File: config.mk
export PLATFORM = sky130hd
export DESIGN_NAME = nbps_table
export DESIGN_NICKNAME = d
export VERILOG_FILES = /design/src/rtl/nbps_table.sv
export SDC_FILE = /design/constraint.sdc
export NUM_CORES = 1
export LEC_CHECK = 0
export CAP_MARGIN = 30
export CORE_ASPECT_RATIO = 0.6
export CORE_MARGIN = 2
export CORE_UTILIZATION = 63
export DETAILED_ROUTE_END_ITERATION = 10
export DONT_BUFFER_PORTS = 1
export PLACE_DENSITY = 0.79
export SYNTH_ARGS = -nofsm -noshare
export SYNTH_HDL_FRONTEND = slang
export SYNTH_SLANG_ARGS = --single-unit
File: constraint.sdc
create_clock -name clock -period 8.7 [get_ports clock]
set_input_delay 0.87 -clock clock [delete_from_list [all_inputs] [get_ports clock]]
set_output_delay 0.87 -clock clock [all_outputs]
set_load 0.05 [all_outputs]
File: src/rtl/nbps_table.sv
`default_nettype none
// Table store; one entry per scan cycle is read out (registered).
module nbps_table #(
   parameter int DEPTH = 16,
   parameter int DW    = 64,
   parameter int CW    = 5,
   parameter int LW    = 8
) (
   input  wire logic                     clock,
   input  wire logic                     wr_en,
   input  wire logic [$clog2(DEPTH)-1:0] wr_addr,
   input  wire logic [DW-1:0]            wr_digits,
   input  wire logic [CW-1:0]            wr_length,
   input  wire logic [LW-1:0]            wr_label,
   input  wire logic [$clog2(DEPTH)-1:0] rd_addr,
   output      logic [DW-1:0]            rd_digits,
   output      logic [CW-1:0]            rd_length,
   output      logic [LW-1:0]            rd_label
);
   logic [DW+CW+LW-1:0] mem [DEPTH];
   always_ff @(posedge clock) begin
      if (wr_en) begin
         mem[wr_addr] <= {wr_digits, wr_length, wr_label};
      end
      {rd_digits, rd_length, rd_label} <= mem[rd_addr];
   end
endmodule
`default_nettype wire

Word-level counts from Yosys, hierarchy flattened
Memory sizes are Yosys's and may differ from the RTL's. A register that Yosys moved wholly into a read port is not among the register bits.
Cells that the tools add are included.
- muxes and demuxes: 2
- operators with widths (operator ; count):
    2-to-1 mux 1 bit ; 2
- input bits: 87
- bits in registers: 0
- memories kept: 1
- RAM bits: 1232
- output and inout port bits: 77
- word-level logic and storage cells: 3
- memories (name ; words ; bits a word ; rd ports ; clocked after Yosys merged registers in ; wr ports ; RTL line ; RTL):
    mem ; 16 ; 77 ; 1 ; 1 ; 1 ; 20 ; logic [DW+CW+LW-1:0] mem [DEPTH];

Logic depth before layout (Yosys ltp)
- depth after elaboration: 2
- depth in mapped cells: 6
- depth with buffers taken out: 3

Worst setup path after synthesis
OpenSTA, ideal clock, no wires.
- path type: input to register
- start: input port wr_addr[2]
- end: memory mem[0][0] (netlist bit) (enable)
- required time: 8092 ps
- path buffers: 0
- arrival time: 6530 ps
- setup time: 608 ps
- slack: 1562 ps
- cell stages on the path: 2
- path through: or3b_1 nor3_1
- RTL lines (what ; RTL line ; RTL):
    start: declaration ; 11 ; input wire logic [$clog2(DEPTH)-1:0] wr_addr,
    end: declaration ; 20 ;
Straight into the memory's write port.

Final worst setup path
- start: input port wr_addr[2]
- end: memory mem[1][25] (netlist bit) (enable)
Straight into the memory's write port.

==> impl_metrics.tcl <==
set metrics [dict create \
    wl_per_cell_um 33.7 \
    reg2reg_depth 3 \
    synth-xor-area-share_pct 0 \
    cts_made_buffers 110 \
    syn_inst 1978 \
    num-fill-cells 4032 \
    wirelength_um 105000 \
    drt_iter0_drc 3496 \
    synth_adder_area_share_pct 0 \
    final_cell_mix "1232 x edfxtp_1, 308 x mux4_2, 154 x a22oi_1" \
    hold_viol_final 0 \
    ys_types 17 \
    relSlewSlack_pct 36.1 \
    num_antenna_cells 0 \
    period_share_pct 31.5 \
    htreeDepth 3 \
    ys_seq_elements 1309 \
    r2r_slack_ns 7.09 \
    drive_gt1_share_pct 25.3 \
    synth-compound-area-share_pct 2.43 \
    viasPerCell 6.89 \
    hold_depth 0 \
    startpoint "wr_addr[2]" \
    post_cts_resized 0 \
    overflow 0 \
    die_area_mm2 0.0778 \
    ir_worst_vdd_mv 0.185 \
    arrival_ns 3.04 \
    dp_hpwl_um 51400 \
    hp-class "input pin to register" \
    swShare_pct 20.8 \
    clock-sinks 1309 \
    crit_path_end_kind "register" \
    power_switching_uw 2620 \
    place_ws_ns 5.28 \
    fin_nets 2113 \
    p_int_uw 9990 \
    fmax_mhz 365 \
    die_w_um 359 \
    ys_warn_count 0 \
    setup_viol 0 \
    pwr-share-comb_pct 3.0 \
    path_buf_inv 1 \
    maxSlewViolCount 0 \
    tightest_slew_ns 0.958 \
    fin_setup_tns_ns 0 \
    cts_tree "built" \
    crit_family "simple AND/OR/NAND/NOR gates" \
    hp-start "wr_digits[59]" \
    cp_data_required_time_ns 9.00 \
    startpoint_type "input pin" \
    ios 164 \
    cp_slowest_stage_delay_ns 0.84 \
    design_area_mm2 0.0525 \
    drtAntennaViolNets 0 \
    die_h_um 217 \
    slowest_stage "buf_4" \
    finClkSkew_ns 0.0324 \
    hold_buffers 0 \
    power_frac_seq_pct 57.6 \
    clkTransAtPathRegs_ns 0.08 \
    port-buffer-count 0 \
    grt_usage_pct 27.5 \
    dpl_cell_area_mm2 0.0487 \
    first_global_vias 22364 \
    rr_endpoint "rd_length[0]" \
    coreArea_mm2 0.0742 \
    p_per_area_mw_per_mm2 240 \
    cts-root-buf "clkbuf_16" \
    hold-worst-slack_ns 0.266 \
    grt_pass1_wl_um 153000 \
    grt_max_degree 309 \
    instances_no_fill 3109 \
    area_delta_synth_final_pct 10.3 \
    r2r_start "mem[1][8]" \
    placedCellCount 2897 \
    fin_ws_ns 5.96 \
    row_count 77 \
    start_util_pct 64.1 \
    min_to "mem[1][72]" \
    seq_area_frac_synth_pct 81.0 \
    cap_violations 0 \
    outcome "completed" \
    antenna_found_initial 1 \
    synth_top_family_by_area "multiplexers" \
    clock_latency_ns 0.70 \
    crit_type "input pin to register" \
    clockPowerShare_pct 39.4 \
    cp_num_cells 3 \
    synth_area_mm2 0.0476 \
    gp_congestion 0.787 \
    fin_crit_ns 2.74 \
    vias 21421 \
    crit_path_cell_trace "or3b_1 > nor2_4 > buf_4" \
    synthMuxAreaShare_pct 14.6 \
    layout.cells.most_common "edfxtp_1" \
    synthSimpleGateAreaFrac_pct 0.886 \
    drc_errors 0 \
    p_leak_uw 0.0165 \
    dr.pass1.iters 6 \
    rsz0062_at_grt "no" \
    post-cts-setup-buffers 0 \
    cts_buffer_depth 3 \
    syn_area_per_cell_um2 24.1 \
    critPathMaxFanout 54 \
    synthesis.nets 2065 \
]
## sequential cells by signal (all words and copies together) (netlist names)
name	count
mem	1232
rd_label	8
rd_length	5
rd_digits	64
## area by class of cell
class                   count  area [µm²]  area share, %
clock buffers             153        3140           5.98
well taps                 987        1230           2.35
clock inverters            55         503          0.958
repair buffers             39         430          0.820
flip-flops and latches   1309       38500           73.4
multi-input cells         566        8650           16.5
## cells by family (layout without fill, tap and decap cells)
logic type / after synthesis / count (layout)
DFF: 1309 / 1309
muxes: 308 / 308
and+or+nand+nor: 104 / 104
buffers and inverters: 103 / 247
AOI/OAI and AO/OA: 154 / 154
## how the worst max path moves through the flow
stage                 endpoint  slack [ns]
finish              mem[1][25]        5.96
global route        mem[1][25]        5.88
global placement    mem[1][48]        5.31
detailed placement  mem[1][41]        5.28
floorplan            mem[0][0]        1.56
CTS                 mem[1][25]        5.99
## synth_stat cells
cell	number	area (µm²)
edfxtp_1	1232	37000
mux4_2	308	6940
a22oi_1	154	1160
nand2_1	78	293
dfxtp_1	77	1540
clkbuf_1	53	199
buf_2	26	130
buf_6	14	158
nor2_1	13	48.8
buf_1	10	37.5
nor3_1	4	20.0
nand2b_1	2	12.5
nand3b_1	2	15.0
nor2b_1	2	12.5
and2_1	1	6.26
nand3_1	1	5.00
or3b_1	1	8.76
## power groups by stage
| stage | Combinational [µW] | Clock (µW) | Sequential (µW) |
|---|---|---|---|
| after global placement | 355 | 0 | 7380 |
| after global routing | 400 | 5250 | 7270 |
| final | 383 | 4970 | 7260 |
| after floorplan | 334 | 0 | 7370 |
| after detailed placement | 369 | 0 | 7390 |
| after CTS | 380 | 5020 | 7260 |
## per-stage QoR
step | utilization, % | total power [µW]
global route | 70.8 | 12900
CTS | 70.6 | 12700
finish | 70.8 | 12600
global placement | 65.6 | 7740
floorplan | - | 7700
detailed placement | 65.7 | 7760
## per-layer routing
metal | wire (µm) | global-route usage [%] | vias to the layer above
li1 | - | - | 8531
met1 | 38500 | 38.8 | 11191
met4 | 3240 | 9.78 | 2
met5 | 13 | 0 | -
met2 | 51300 | 42.8 | 1511
met3 | 11600 | 6.68 | 186
Power figures use the tool's default switching activity.
